==> src/rtl/cbch_pkg.sv <==
// ----------------------------------------------------------------------------
// cbch_pkg
// Shared types, constants and functions of the CLTU BCH(63,56) decoder.
// ----------------------------------------------------------------------------
`default_nettype none

package cbch_pkg;

  localparam int unsigned MAX_BLOCKS = 32;
  localparam int unsigned MaxCount   = MAX_BLOCKS * 7;

  localparam int unsigned QDepth = 4;
  localparam int unsigned QPtrW  = $clog2(QDepth);
  localparam int unsigned QCntW  = $clog2(QDepth + 1);

  localparam logic [63:0] TailReset   = 64'hC5C5_C5C5_C5C5_C579;
  localparam logic [5:0]  SkipReset   = 6'd4;
  localparam logic [7:0]  ScramblerSeed = 8'hFF;
  localparam logic [6:0]  BchPoly     = 7'h45;

  // configuration register indexes
  typedef enum logic [1:0] {
    REG_TAIL_PATTERN = 2'd0,
    REG_SKIP_LIMIT   = 2'd1,
    REG_DERAND_EN    = 2'd2
  } reg_idx_e;

  typedef enum logic [1:0] {
    CAUSE_INPUT_END = 2'd0,
    CAUSE_TAIL      = 2'd1,
    CAUSE_PARITY    = 2'd2,
    CAUSE_CAPACITY  = 2'd3
  } cause_e;

  typedef struct packed {
    logic [7:0] rx_byte;
    logic       last_byte;
  } in_t;

  typedef struct packed {
    logic [7:0] out_byte;
    logic       is_summary;
    logic [7:0] byte_count;
    logic [1:0] stop_cause;
    logic       last_of_run;
  } out_t;

  typedef struct packed {
    logic [63:0] tail_pattern;
    logic [5:0]  lead_skip_limit;
    logic        derandomize_enable;
  } cfg_t;

  // work handed from the front end to the output sequencer
  typedef struct packed {
    logic            has_block;
    logic            has_summary;
    logic [6:0][7:0] data;       // [6] is the first data byte
    logic [7:0]      count;
    cause_e          cause;
  } job_t;

  // bit-serial BCH remainder; only used at elaboration to build the masks
  function automatic logic [6:0] bch_serial(logic [55:0] d);
    logic [6:0] sr;
    logic       fb;
    sr = '0;
    for (int i = 55; i >= 0; i--) begin
      fb = sr[6] ^ d[i];
      sr = {sr[5:0], 1'b0};
      if (fb) sr = sr ^ BchPoly;
    end
    return sr;
  endfunction

  function automatic logic [6:0][55:0] bch_masks();
    logic [6:0][55:0] m;
    logic [6:0]       r;
    m = '0;
    for (int i = 0; i < 56; i++) begin
      r = bch_serial(56'(1) << i);
      for (int j = 0; j < 7; j++) m[j][i] = r[j];
    end
    return m;
  endfunction

  localparam logic [6:0][55:0] BchMask = bch_masks();

  // parity octet: complemented remainder, filler bit zero
  function automatic logic [7:0] bch_parity(logic [55:0] d);
    logic [6:0] r;
    for (int j = 0; j < 7; j++) r[j] = ^(d & BchMask[j]);
    return {~r, 1'b0};
  endfunction

  // CCSDS pseudo-random byte (x^8+x^7+x^5+x^3+1), first bit in the MSB
  function automatic logic [7:0] rand_byte(logic [7:0] s_in);
    logic [7:0] s;
    logic [7:0] rnd;
    logic       fb;
    s   = s_in;
    rnd = '0;
    for (int b = 0; b < 8; b++) begin
      rnd = {rnd[6:0], s[0]};
      fb  = s[0] ^ s[3] ^ s[5] ^ s[7];
      s   = {fb, s[7:1]};
    end
    return rnd;
  endfunction

  function automatic logic [7:0] rand_next(logic [7:0] s_in);
    logic [7:0] s;
    logic       fb;
    s = s_in;
    for (int b = 0; b < 8; b++) begin
      fb = s[0] ^ s[3] ^ s[5] ^ s[7];
      s  = {fb, s[7:1]};
    end
    return s;
  endfunction

endpackage

`default_nettype wire

==> src/rtl/cltu_bch_decoder.sv <==
// ----------------------------------------------------------------------------
// cltu_bch_decoder
// CLTU codeblock decoder with BCH(63,56) check and CCSDS derandomizer.
// ----------------------------------------------------------------------------
// Takes one received byte per cycle while the job queue has room. The front
// end hunts for the first codeblock, then checks each aligned 8-byte block
// combinationally through a fixed XOR tree. Results leave through a
// registered output one per cycle while out_ready_i is high: an accepted
// block gives 7 data bytes, the end of a packet one summary item. Since a
// block takes 8 input bytes, the output keeps pace with one input byte per
// cycle; a 4-entry job queue between the front end and the output sequencer
// absorbs output stalls and summary bursts. The first data byte of a block
// passes through the job queue and then the output register.
`default_nettype none

module cltu_bch_decoder (
  input  wire logic           clk_i,
  input  wire logic           rst_ni,
  input  wire logic           cfg_we_i,
  input  wire logic [1:0]     cfg_idx_i,
  input  wire logic [63:0]    cfg_data_i,
  input  wire logic           in_valid_i,
  output logic                in_ready_o,
  input  wire cbch_pkg::in_t  in_data_i,
  output logic                out_valid_o,
  input  wire logic           out_ready_i,
  output cbch_pkg::out_t      out_data_o
);

  cbch_pkg::cfg_t cfg_q;
  cbch_pkg::job_t push_job, head_job;
  logic           push, pop, q_empty, q_full;

  always_ff @(posedge clk_i or negedge rst_ni) begin
    if (!rst_ni) begin
      cfg_q.tail_pattern       <= cbch_pkg::TailReset;
      cfg_q.lead_skip_limit    <= cbch_pkg::SkipReset;
      cfg_q.derandomize_enable <= 1'b1;
    end else if (cfg_we_i) begin
      case (cfg_idx_i)
        cbch_pkg::REG_TAIL_PATTERN: cfg_q.tail_pattern       <= cfg_data_i;
        cbch_pkg::REG_SKIP_LIMIT:   cfg_q.lead_skip_limit    <= cfg_data_i[5:0];
        cbch_pkg::REG_DERAND_EN:    cfg_q.derandomize_enable <= cfg_data_i[0];
        default: ;
      endcase
    end
  end

  cbch_front u_front (
    .clk_i      (clk_i),
    .rst_ni     (rst_ni),
    .cfg_i      (cfg_q),
    .in_valid_i (in_valid_i),
    .in_ready_o (in_ready_o),
    .in_data_i  (in_data_i),
    .q_full_i   (q_full),
    .push_o     (push),
    .job_o      (push_job)
  );

  cbch_queue u_queue (
    .clk_i      (clk_i),
    .rst_ni     (rst_ni),
    .push_i     (push),
    .push_job_i (push_job),
    .pop_i      (pop),
    .head_o     (head_job),
    .empty_o    (q_empty),
    .full_o     (q_full)
  );

  cbch_back u_back (
    .clk_i       (clk_i),
    .rst_ni      (rst_ni),
    .derand_en_i (cfg_q.derandomize_enable),
    .head_i      (head_job),
    .empty_i     (q_empty),
    .pop_o       (pop),
    .out_valid_o (out_valid_o),
    .out_ready_i (out_ready_i),
    .out_data_o  (out_data_o)
  );

endmodule

`default_nettype wire

==> src/rtl/cbch_front.sv <==
// ----------------------------------------------------------------------------
// cbch_front
// Byte window, codeblock hunt and block check; emits one job per input byte
// that causes results.
// ----------------------------------------------------------------------------
`default_nettype none

module cbch_front (
  input  wire logic          clk_i,
  input  wire logic          rst_ni,
  input  wire cbch_pkg::cfg_t cfg_i,
  input  wire logic          in_valid_i,
  output logic               in_ready_o,
  input  wire cbch_pkg::in_t in_data_i,
  input  wire logic          q_full_i,
  output logic               push_o,
  output cbch_pkg::job_t     job_o
);

  typedef enum logic [1:0] {
    PH_HUNT    = 2'd0,
    PH_ALIGNED = 2'd1,
    PH_STOPPED = 2'd2
  } phase_e;

  logic [63:0]       win_q, win_d, win_sh;
  logic [6:0]        seen_q, seen_d, seen_inc, offset;
  phase_e            phase_q, phase_d;
  logic [2:0]        pos_q, pos_d;
  logic [7:0]        rec_q, rec_d;
  cbch_pkg::cause_e  reason_q, reason_d;
  logic              accept, check, tail_hit, par_ok;
  cbch_pkg::job_t    job;

  assign in_ready_o = !q_full_i;
  assign accept     = in_valid_i && in_ready_o;

  assign win_sh   = {win_q[55:0], in_data_i.rx_byte};
  assign tail_hit = (win_sh == cfg_i.tail_pattern);
  assign par_ok   = (cbch_pkg::bch_parity(win_sh[63:8]) == win_sh[7:0]);
  assign seen_inc = (seen_q == 7'd127) ? seen_q : seen_q + 7'd1;
  assign offset   = seen_inc - 7'd8;

  always_comb begin
    win_d    = win_q;
    seen_d   = seen_q;
    phase_d  = phase_q;
    pos_d    = pos_q;
    rec_d    = rec_q;
    reason_d = reason_q;
    check    = 1'b0;
    job      = '0;

    case (phase_q)
      PH_HUNT: begin
        win_d  = win_sh;
        seen_d = seen_inc;
        if (seen_inc >= 7'd8) begin
          if (offset >= {1'b0, cfg_i.lead_skip_limit} || tail_hit || par_ok) check = 1'b1;
        end
      end
      PH_ALIGNED: begin
        win_d = win_sh;
        if (pos_q == 3'd7) check = 1'b1;
        else pos_d = pos_q + 3'd1;
      end
      default: ;
    endcase

    if (check) begin
      if (tail_hit) begin
        phase_d  = PH_STOPPED;
        reason_d = cbch_pkg::CAUSE_TAIL;
      end else if (!par_ok) begin
        phase_d  = PH_STOPPED;
        reason_d = cbch_pkg::CAUSE_PARITY;
      end else if ({1'b0, rec_q} + 9'd7 > 9'(cbch_pkg::MaxCount)) begin
        phase_d  = PH_STOPPED;
        reason_d = cbch_pkg::CAUSE_CAPACITY;
      end else begin
        job.has_block = 1'b1;
        job.data      = win_sh[63:8];
        rec_d         = rec_q + 8'd7;
        phase_d       = PH_ALIGNED;
        pos_d         = '0;
      end
    end

    job.count = rec_d;
    job.cause = (phase_d == PH_STOPPED) ? reason_d : cbch_pkg::CAUSE_INPUT_END;

    // end of packet: summary, then back to the per-packet reset state
    if (in_data_i.last_byte) begin
      job.has_summary = 1'b1;
      win_d    = '0;
      seen_d   = '0;
      phase_d  = PH_HUNT;
      pos_d    = '0;
      rec_d    = '0;
      reason_d = cbch_pkg::CAUSE_INPUT_END;
    end
  end

  assign push_o = accept && (job.has_block || job.has_summary);
  assign job_o  = job;

  always_ff @(posedge clk_i or negedge rst_ni) begin
    if (!rst_ni) begin
      win_q    <= '0;
      seen_q   <= '0;
      phase_q  <= PH_HUNT;
      pos_q    <= '0;
      rec_q    <= '0;
      reason_q <= cbch_pkg::CAUSE_INPUT_END;
    end else if (accept) begin
      win_q    <= win_d;
      seen_q   <= seen_d;
      phase_q  <= phase_d;
      pos_q    <= pos_d;
      rec_q    <= rec_d;
      reason_q <= reason_d;
    end
  end

endmodule

`default_nettype wire

==> src/rtl/cbch_queue.sv <==
// ----------------------------------------------------------------------------
// cbch_queue
// Short job FIFO between the front end and the output sequencer.
// ----------------------------------------------------------------------------
`default_nettype none

module cbch_queue (
  input  wire logic           clk_i,
  input  wire logic           rst_ni,
  input  wire logic           push_i,
  input  wire cbch_pkg::job_t push_job_i,
  input  wire logic           pop_i,
  output cbch_pkg::job_t      head_o,
  output logic                empty_o,
  output logic                full_o
);

  cbch_pkg::job_t                 mem_q [cbch_pkg::QDepth];
  logic [cbch_pkg::QPtrW-1:0]     wr_q, rd_q;
  logic [cbch_pkg::QCntW-1:0]     cnt_q, cnt_d;
  logic                           do_push, do_pop;

  assign empty_o = (cnt_q == '0);
  assign full_o  = (cnt_q == cbch_pkg::QCntW'(cbch_pkg::QDepth));
  assign head_o  = mem_q[rd_q];
  assign do_push = push_i && !full_o;
  assign do_pop  = pop_i && !empty_o;

  always_comb begin
    cnt_d = cnt_q;
    if (do_push && !do_pop) cnt_d = cnt_q + 1'b1;
    else if (do_pop && !do_push) cnt_d = cnt_q - 1'b1;
  end

  always_ff @(posedge clk_i) begin
    if (do_push) mem_q[wr_q] <= push_job_i;
  end

  always_ff @(posedge clk_i or negedge rst_ni) begin
    if (!rst_ni) begin
      wr_q  <= '0;
      rd_q  <= '0;
      cnt_q <= '0;
    end else begin
      if (do_push) wr_q <= wr_q + 1'b1;
      if (do_pop) rd_q <= rd_q + 1'b1;
      cnt_q <= cnt_d;
    end
  end

endmodule

`default_nettype wire

==> src/rtl/cbch_back.sv <==
// ----------------------------------------------------------------------------
// cbch_back
// Output sequencer: expands each job into data bytes and the summary,
// derandomizes, and drives the output register.
// ----------------------------------------------------------------------------
`default_nettype none

module cbch_back (
  input  wire logic           clk_i,
  input  wire logic           rst_ni,
  input  wire logic           derand_en_i,
  input  wire cbch_pkg::job_t head_i,
  input  wire logic           empty_i,
  output logic                pop_o,
  output logic                out_valid_o,
  input  wire logic           out_ready_i,
  output cbch_pkg::out_t      out_data_o
);

  logic [2:0]      idx_q, idx_d;
  logic [7:0]      scr_q, scr_d;
  logic            valid_q, valid_d;
  cbch_pkg::out_t  out_q, out_d;
  logic            load, emit_data;
  logic [7:0]      data_byte;

  assign load      = !valid_q || out_ready_i;
  assign emit_data = head_i.has_block && (idx_q != 3'd7);
  assign data_byte = head_i.data[3'd6 - idx_q];

  always_comb begin
    idx_d   = idx_q;
    scr_d   = scr_q;
    valid_d = valid_q;
    out_d   = out_q;
    pop_o   = 1'b0;
    if (load) begin
      valid_d = !empty_i;
      if (!empty_i) begin
        out_d = '0;
        if (emit_data) begin
          out_d.out_byte = derand_en_i ? (data_byte ^ cbch_pkg::rand_byte(scr_q)) : data_byte;
          scr_d = cbch_pkg::rand_next(scr_q);
          if (idx_q == 3'd6) begin
            out_d.last_of_run = !head_i.has_summary;
            if (head_i.has_summary) begin
              idx_d = 3'd7;
            end else begin
              idx_d = '0;
              pop_o = 1'b1;
            end
          end else begin
            idx_d = idx_q + 3'd1;
          end
        end else begin
          out_d.is_summary  = 1'b1;
          out_d.byte_count  = head_i.count;
          out_d.stop_cause  = head_i.cause;
          out_d.last_of_run = 1'b1;
          scr_d = cbch_pkg::ScramblerSeed;   // new packet restarts the sequence
          idx_d = '0;
          pop_o = 1'b1;
        end
      end
    end
  end

  assign out_valid_o = valid_q;
  assign out_data_o  = out_q;

  always_ff @(posedge clk_i or negedge rst_ni) begin
    if (!rst_ni) begin
      idx_q   <= '0;
      scr_q   <= cbch_pkg::ScramblerSeed;
      valid_q <= 1'b0;
    end else begin
      idx_q   <= idx_d;
      scr_q   <= scr_d;
      valid_q <= valid_d;
    end
  end

  always_ff @(posedge clk_i) begin
    out_q <= out_d;
  end

endmodule

`default_nettype wire
==> config.mk <==
export PLATFORM = sky130hd
export DESIGN_NAME = cltu_bch_decoder
export DESIGN_NICKNAME = d
export VERILOG_FILES = /design/src/rtl/cbch_pkg.sv /design/src/rtl/cltu_bch_decoder.sv /design/src/rtl/cbch_front.sv /design/src/rtl/cbch_queue.sv /design/src/rtl/cbch_back.sv
export SDC_FILE = /design/constraint.sdc
export NUM_CORES = 1
export LEC_CHECK = 0
export ABC_AREA = 1
export BUFFER_PORTS_ARGS = -buffer_cell sky130_fd_sc_hd__buf_2
export CAP_MARGIN = 20
export CORE_UTILIZATION = 60
export DETAILED_ROUTE_END_ITERATION = 12
export PLACE_DENSITY = 0.78
export SLEW_MARGIN = 0
export SYNTH_ARGS = -nofsm -noshare
export SYNTH_HDL_FRONTEND = slang
export SYNTH_SLANG_ARGS = --single-unit
export TNS_END_PERCENT = 10
==> constraint.sdc <==
create_clock -name clk_i -period 10.94 [get_ports clk_i]
set_input_delay 2.188 -clock clk_i [delete_from_list [all_inputs] [get_ports clk_i]]
set_output_delay 2.188 -clock clk_i [all_outputs]
set_load 0.005 [all_outputs]
==> metrics.cfg, run 1 <==
[synthesis]
yosys.cell_types.count=40
synthCells=2480
ys_ff_latch=460
synth.net_count=2580
synth_top_area_share_pct=37.9
synth.most_common_cell=nand2_1
synth_edf_count=292
ys.flop_type=edfxtp_1
yosys_warnings=0
synth_top_cells_by_count=nand2_1 (648), edfxtp_1 (292), nor2_1 (274)
syn_area_per_cell_um2=9.33
seq_area_frac_synth_pct=56.3
synth_area_leaders=edfxtp_1 (38%), dfrtp_1 (14%), nand2_1 (11%)
synth_area_mm2=0.0231
netlist.top_cell.by_area=edfxtp_1
synthArstFlopShare_pct=36.5

[sta]
slew_headroom_pct=28.1
setup_tns_ns=0
rsz0062_at_grt=no
setup_slack_ns=5.27
slew_violations=0
max_freq_mhz=176
finClkSkew_ns=0.0207
finalCritPeriodShare_pct=51.8
tightest_slew_ns=1.08
finalSetupViolCount=0
finalCriticalPeriod_ns=5.67
hold_violations=0

[detailed_routing]
via_per_inst=5.85
vias=18100
firstDrtPassIters=5
drc=0
wirelength_um=60000
wire_per_inst_um=19.4
drt_iter0_drc=1620
antenna_left=0

[floorplanning]
die_h_um=198
die_area_mm2=0.0393
initial_utilization_pct=61.1
num_io_pins=102
core_mm2=0.0378
die_w_um=198
rows=71

[global_routing]
grt_pass1_vias=17400
track_usage_pct=31.6
antenna_found_initial=0
grt_pass1_wl_um=94400
gr-total-overflow=0
grt_max_degree=93

[run_status]
run_status=finished clean

[layout]
final_util_pct=67.6
layout-drive-gt1-share_pct=12.2
diodes=0
nNetsFinal=2637
final_area_mm2=0.0256
area_delta_synth_final_pct=10.6
num-fill-cells=2931
seqCellArea_mm2=0.0130
multiInputGateArea_mm2=0.00891

[clocking]
cts_setup_buffers=0
cts_inserted_buffers=48
cts.sinks=460
cts_tree=built
clk_pin_slew_ns=0.06
cts.htree.levels=2
clock_path_buffers=3
clock-root-buffer=clkbuf_16
clk_latency_ns=0.59
cts_hold_buffers=0
cts_resized=0

[pwr]
vdd_drop_max_v=0.000180
p_sw_share_pct=41.6
power.density_mw_per_mm2=271
switching_power_mw=2.89
p_int_mw=4.05
power_mw=6.94
p_leak_nw=10.9
power.share.clock_pct=23.2
power_frac_comb_pct=42.4
seqPwrFrac_pct=34.3

[critical_path]
path_common_cell=nand2_1
required_ns=11.15
cp.arrival_ns=5.88
cpMaxStageDelayCell=buf_4
critPathLaunchType=input pin
critical_path.max_stage_delay_ns=0.76
critPathCaptureType=flop
crit_fanout=68
crit_type=in2reg

[place]
dpl_cell_area_mm2=0.0240
hpwl_um=40100
port_buffers=101
place_ws_ns=4.66
place_congestion=0.960

[job]
cap_violations=0

[min_path]
min_path_type=reg2reg

cell usage in the layout, fill, tap and decap left out, types with 53 or more instances in the layout:
cell      instances
mux2_2           55
xor2_1           90
o22ai_1          53
dfrtp_1         124
o21ai_0         171
nor2_1          267
nand2_1         648
o32ai_1          56
inv_1           205
nand3_1         162
buf_2           100
edfxtp_1        292
final timing paths:
| path | to | slack [ns] | from | cells after the start |
|---|---|---|---|---|
| setup / recovery | u_queue.mem_q[1][33] | 5.27 | in_data_i[2] | 25 |
| hold / removal | cfg_q[31] | 0.49 | cfg_q[31] | 2 |
| setup reg to reg | u_queue.cnt_q[1] | 5.50 | u_front.seen_q[0] | 27 |
| hold reg to reg | cfg_q[31] | 0.49 | cfg_q[31] | 2 |
| max in group asynchronous | u_front.win_q[5] | 7.63 | rst_ni | 2 |
| min in group asynchronous | u_back.idx_q[2] | 1.68 | rst_ni | 1 |
critical path, delay by kind of cell:
kind | cells | cell delay [ns]
simple gates | 20 | 2.51
buf+inv | 5 | 1.08
kinds of logic (layout without fill, tap and decap cells):
kind of cell             Yosys count  after routing  synth area share (%)
XOR/XNOR                         120            120                  4.71
AO/OA/AOI/OAI                    349            349                  9.38
AND/OR/NAND/NOR                 1154           1154                  20.4
multiplexers                      55             55                  2.68
flip-flops                       460            460                  56.3
buffers and inverters            322            419                  5.42
adder cells (fa/ha/maj)           20             20                  1.11
power groups by stage:
stage / registers (mW) / logic [mW] / clock network, mW
final: 2.38 / 2.95 / 1.61
after global routing: 2.41 / 3.29 / 1.70
after CTS: 2.38 / 2.92 / 1.63
after detailed placement: 2.41 / 2.91 / 0
after global placement: 2.40 / 2.83 / 0
after floorplan: 2.32 / 2.14 / 0
routing by layer:
| layer | global-route usage [%] | wire (µm) | vias to the layer above |
|---|---|---|---|
| met5 | 0 | 0 | - |
| met1 | 44.2 | 25400 | 8672 |
| met3 | 5.08 | 4870 | 119 |
| met2 | 49.7 | 27600 | 754 |
| li1 | - | - | 8530 |
| met4 | 12.3 | 2100 | 0 |
per-stage QoR:
stage / cells / hold WS (ns)
after floorplan: 2480 / 0.453
after detailed placement: 2998 / 0.483
after global placement: 2998 / 0.473
after global routing: 3088 / 0.517
final: 3088 / 0.491
after CTS: 3088 / 0.493
registers in the layout, indices dropped and copies added, names as in the netlist, 3 cells and up:
signal and cells:
u_front.pos_q 3, u_back.scr_q 8, u_front.seen_q 7, u_back.idx_q 3
u_queue.cnt_q 3, u_back.out_data_o 20, u_front.rec_q 8, u_front.win_q 56
cfg_q 71, u_queue.mem_q 272
final cells by class:
cell class,count,area share (%)
tap,511,2.50
sequential,460,51.0
clock inverter,23,0.846
multi-input combinational,1698,34.8
clock buffer,67,5.26
inverter,211,3.10
timing repair buffer,118,2.50
Power figures use the tool's default switching activity.
==> run 2: changes to the inputs <==
--- a/config.mk
+++ b/config.mk
@@ -8,9 +8,9 @@
 export ABC_AREA = 1
 export BUFFER_PORTS_ARGS = -buffer_cell sky130_fd_sc_hd__buf_2
 export CAP_MARGIN = 20
-export CORE_UTILIZATION = 60
+export CORE_UTILIZATION = 56
 export DETAILED_ROUTE_END_ITERATION = 12
-export PLACE_DENSITY = 0.78
+export PLACE_DENSITY = 0.76
 export SLEW_MARGIN = 0
 export SYNTH_ARGS = -nofsm -noshare
 export SYNTH_HDL_FRONTEND = slang
==> constraint.sdc (replaced) <==
create_clock -name clk_i -period 4.9 [get_ports clk_i]
set_input_delay 0.98 -clock clk_i [delete_from_list [all_inputs] [get_ports clk_i]]
set_output_delay 0.98 -clock clk_i [all_outputs]
set_load 0.005 [all_outputs]
==> run 2 against run 1 <==
- critical path depth increased by 2
- die area up 7.1%
- final cell count is 0.94% higher
- hold slack worse by 0.061 ns
- largest power group unchanged
- non-clock buffer count is 8 higher
- first-iteration DRC count is 20% higher
- sequential share of layout area shrank 0.41 points
==> metrics.cfg, run 2 (synthesis results as in run 1) <==
[sta]
hold_violations=0  ; unchanged
max_freq_mhz=222
finalCriticalPeriod_ns=4.51
rsz0062_at_grt=no  ; unchanged
finalCritPeriodShare_pct=92.0
slew_violations=0  ; unchanged
slew_headroom_pct=36.9  ; was 28.1%
tightest_slew_ns=0.947  ; was 1.08 ns
finClkSkew_ns=0.0280  ; was 0.0207 ns
finalSetupViolCount=0  ; unchanged
setup_tns_ns=0  ; unchanged

[place]
place_congestion=0.937  ; was 0.960
hpwl_um=39300  ; was 40100 µm
dpl_cell_area_mm2=0.0242  ; was 0.0240 mm²
port_buffers=101  ; unchanged

[pwr]
p_sw_share_pct=41.3  ; was 41.6%
p_int_mw=9.16  ; was 4.05 mW
power_frac_comb_pct=42.8  ; was 42.4%
vdd_drop_max_v=0.000426  ; was 0.000180 V
seqPwrFrac_pct=33.6  ; was 34.3%
power.density_mw_per_mm2=605  ; was 271 mW/mm²
p_leak_nw=11.0  ; was 10.9 nW
power.share.clock_pct=23.7  ; was 23.2%
switching_power_mw=6.44  ; was 2.89 mW

[clocking]
clk_pin_slew_ns=0.06  ; about the same
cts.sinks=460  ; unchanged
cts.htree.levels=2  ; unchanged
clock_path_buffers=3  ; unchanged
cts_tree=built  ; unchanged
clock-root-buffer=clkbuf_16  ; unchanged
cts_inserted_buffers=48  ; unchanged
clk_latency_ns=0.60  ; was 0.59 ns
cts_setup_buffers=0  ; unchanged

[layout]
largest_reg_flops=272  ; unchanged
top_register=u_queue.mem_q  ; unchanged
mostFrequentLayoutCells=nand2_1 (648), edfxtp_1 (292), nor2_1 (267)  ; unchanged
diodes=0  ; unchanged
layout-drive-gt1-share_pct=12.8  ; was 12.2%
final_area_mm2=0.0258  ; was 0.0256 mm²
top_regs=u_queue.mem_q x272, cfg_q x71, u_front.win_q x56  ; unchanged
final_common_cell=nand2_1  ; unchanged
nNetsFinal=2645  ; was 2637
area_delta_synth_final_pct=11.5  ; was 10.6%

[detailed_routing]
drt_iter0_drc=1940  ; was 1620
wirelength_um=59400  ; was 60000 µm
via_per_inst=5.88  ; was 5.85
wire_per_inst_um=19.0  ; was 19.4 µm
firstDrtPassIters=6  ; was 5
antenna_left=0  ; unchanged
drc=0  ; unchanged
vias=18300  ; was 18100

[floorplanning]
die_h_um=205  ; was 198 µm
core_mm2=0.0407  ; was 0.0378 mm²
die_w_um=205  ; was 198 µm
die_area_mm2=0.0421  ; was 0.0393 mm²
num_io_pins=102  ; unchanged
initial_utilization_pct=56.8  ; was 61.1%
rows=74  ; was 71

[global_routing]
grt_max_degree=105  ; was 93
track_usage_pct=28.7  ; was 31.6%
antenna_found_initial=1  ; was 0
grt_pass1_wl_um=93300  ; was 94400 µm
gr-total-overflow=0  ; unchanged
grt_pass1_vias=17400  ; about the same

[critical_path]
required_ns=5.36  ; was 11.15 ns
r2r_cells=27  ; unchanged
reg2reg_slack_ns=0.39  ; was 5.50 ns
crit_fanout=17  ; was 68
critPathCaptureType=flop  ; unchanged
cp.arrival_ns=4.97  ; was 5.88 ns
r2r_end=u_queue.cnt_q[1]  ; unchanged
critPathLaunchType=flop  ; was input pin
crit_type=reg2reg  ; was in2reg
crit-reg2reg-launch=u_front.seen_q[0]  ; unchanged

[job]
cap_violations=0  ; unchanged

[run_status]
run_status=finished clean  ; unchanged

[min_path]
min_path_type=in2async  ; was reg2reg

## run 2: layout make-up
class | instances | area, µm²
clock buffers | 64 | 1340
clock inverters | 26 | 268
fillers | 3217 | 15000
inverters | 211 | 793
multi-input cells | 1698 | 8910
flip-flops and latches | 460 | 13000
well taps | 532 | 666
repair buffers | 126 | 778
## run 2: how the worst max path moves through the flow
stage          cells after the start  slack, ns                  end               from
6_report                          27       0.39     u_queue.cnt_q[1]  u_front.seen_q[0]
5_1_grt                           27      0.005     u_queue.cnt_q[1]  u_front.seen_q[0]
4_1_cts                           23       0.42  u_queue.mem_q[2][1]  u_front.seen_q[0]
3_5_place_dp                      23       0.46  u_queue.mem_q[2][1]  u_front.seen_q[0]
3_3_place_gp                      23       0.54  u_queue.mem_q[3][5]  u_front.seen_q[0]
2_1_floorplan                     23      -0.14  u_queue.mem_q[0][0]  u_front.seen_q[0]
## run 2: power by group through the flow
| stage | registers, mW | logic, mW | clock network [mW] |
|---|---|---|---|
| 2_1_floorplan | 5.17 | 4.79 | 0 |
| 3_3_place_gp | 5.28 | 6.37 | 0 |
| 3_5_place_dp | 5.30 | 6.55 | 0 |
| 4_1_cts | 5.23 | 6.58 | 3.73 |
| 5_1_grt | 5.30 | 7.39 | 3.89 |
| 6_report | 5.23 | 6.67 | 3.69 |
## run 2: routing by layer
layer / routed length (µm) / GRT usage, % / vias to the layer above / part of all wire, %
met4: 2020 / 11.6 / 2 / 3.4
met5: 13 / 0 / - / 0.022
li1: - / - / 8545 / -
met3: 4620 / 3.80 / 135 / 7.8
met1: 24700 / 39.5 / 8810 / 42
met2: 28000 / 46.2 / 839 / 47
## run 2: repair_timing
action                                  in CTS  in global routing
hold buffers                                 0                  0
gates resized for setup                      0                  1
hold endpoints to repair                     0                  0
endpoints found under the setup margin       0                  8
## run 2: per-stage QoR
stage	hold WS [ns]	setup slack (ns)	instances	power, mW	util, %
2_1_floorplan	0.453	-0.138	2480	9.96	-
3_3_place_gp	0.472	0.540	3027	11.6	59.3
3_5_place_dp	0.478	0.456	3027	11.8	59.3
4_1_cts	0.445	0.417	3117	15.5	63.3
5_1_grt	0.477	0.00518	3117	16.6	63.3
6_report	0.430	0.391	3117	15.6	63.3
## run 2: worst max-delay path: stages, from the launching register on
cell and delay, ns:
dfrtp_1 0.38, ha_1 0.22, nand3_1 0.13, nor3_2 0.21
inv_1 0.07, nor2_1 0.15, inv_1 0.13, nand3_1 0.08
o21ai_0 0.20, ha_1 0.35, inv_1 0.05, ha_1 0.28
a21oi_1 0.15, nand2_1 0.06, nand2_1 0.06, nand3_1 0.07
nor3_1 0.14, nand2_1 0.09, nand2_2 0.11, nand2_4 0.14
nand2_4 0.10, nand2_2 0.08, nand2_2 0.08, inv_2 0.06
ha_1 0.17, inv_1 0.10, fa_1 0.44, mux2_2 0.28
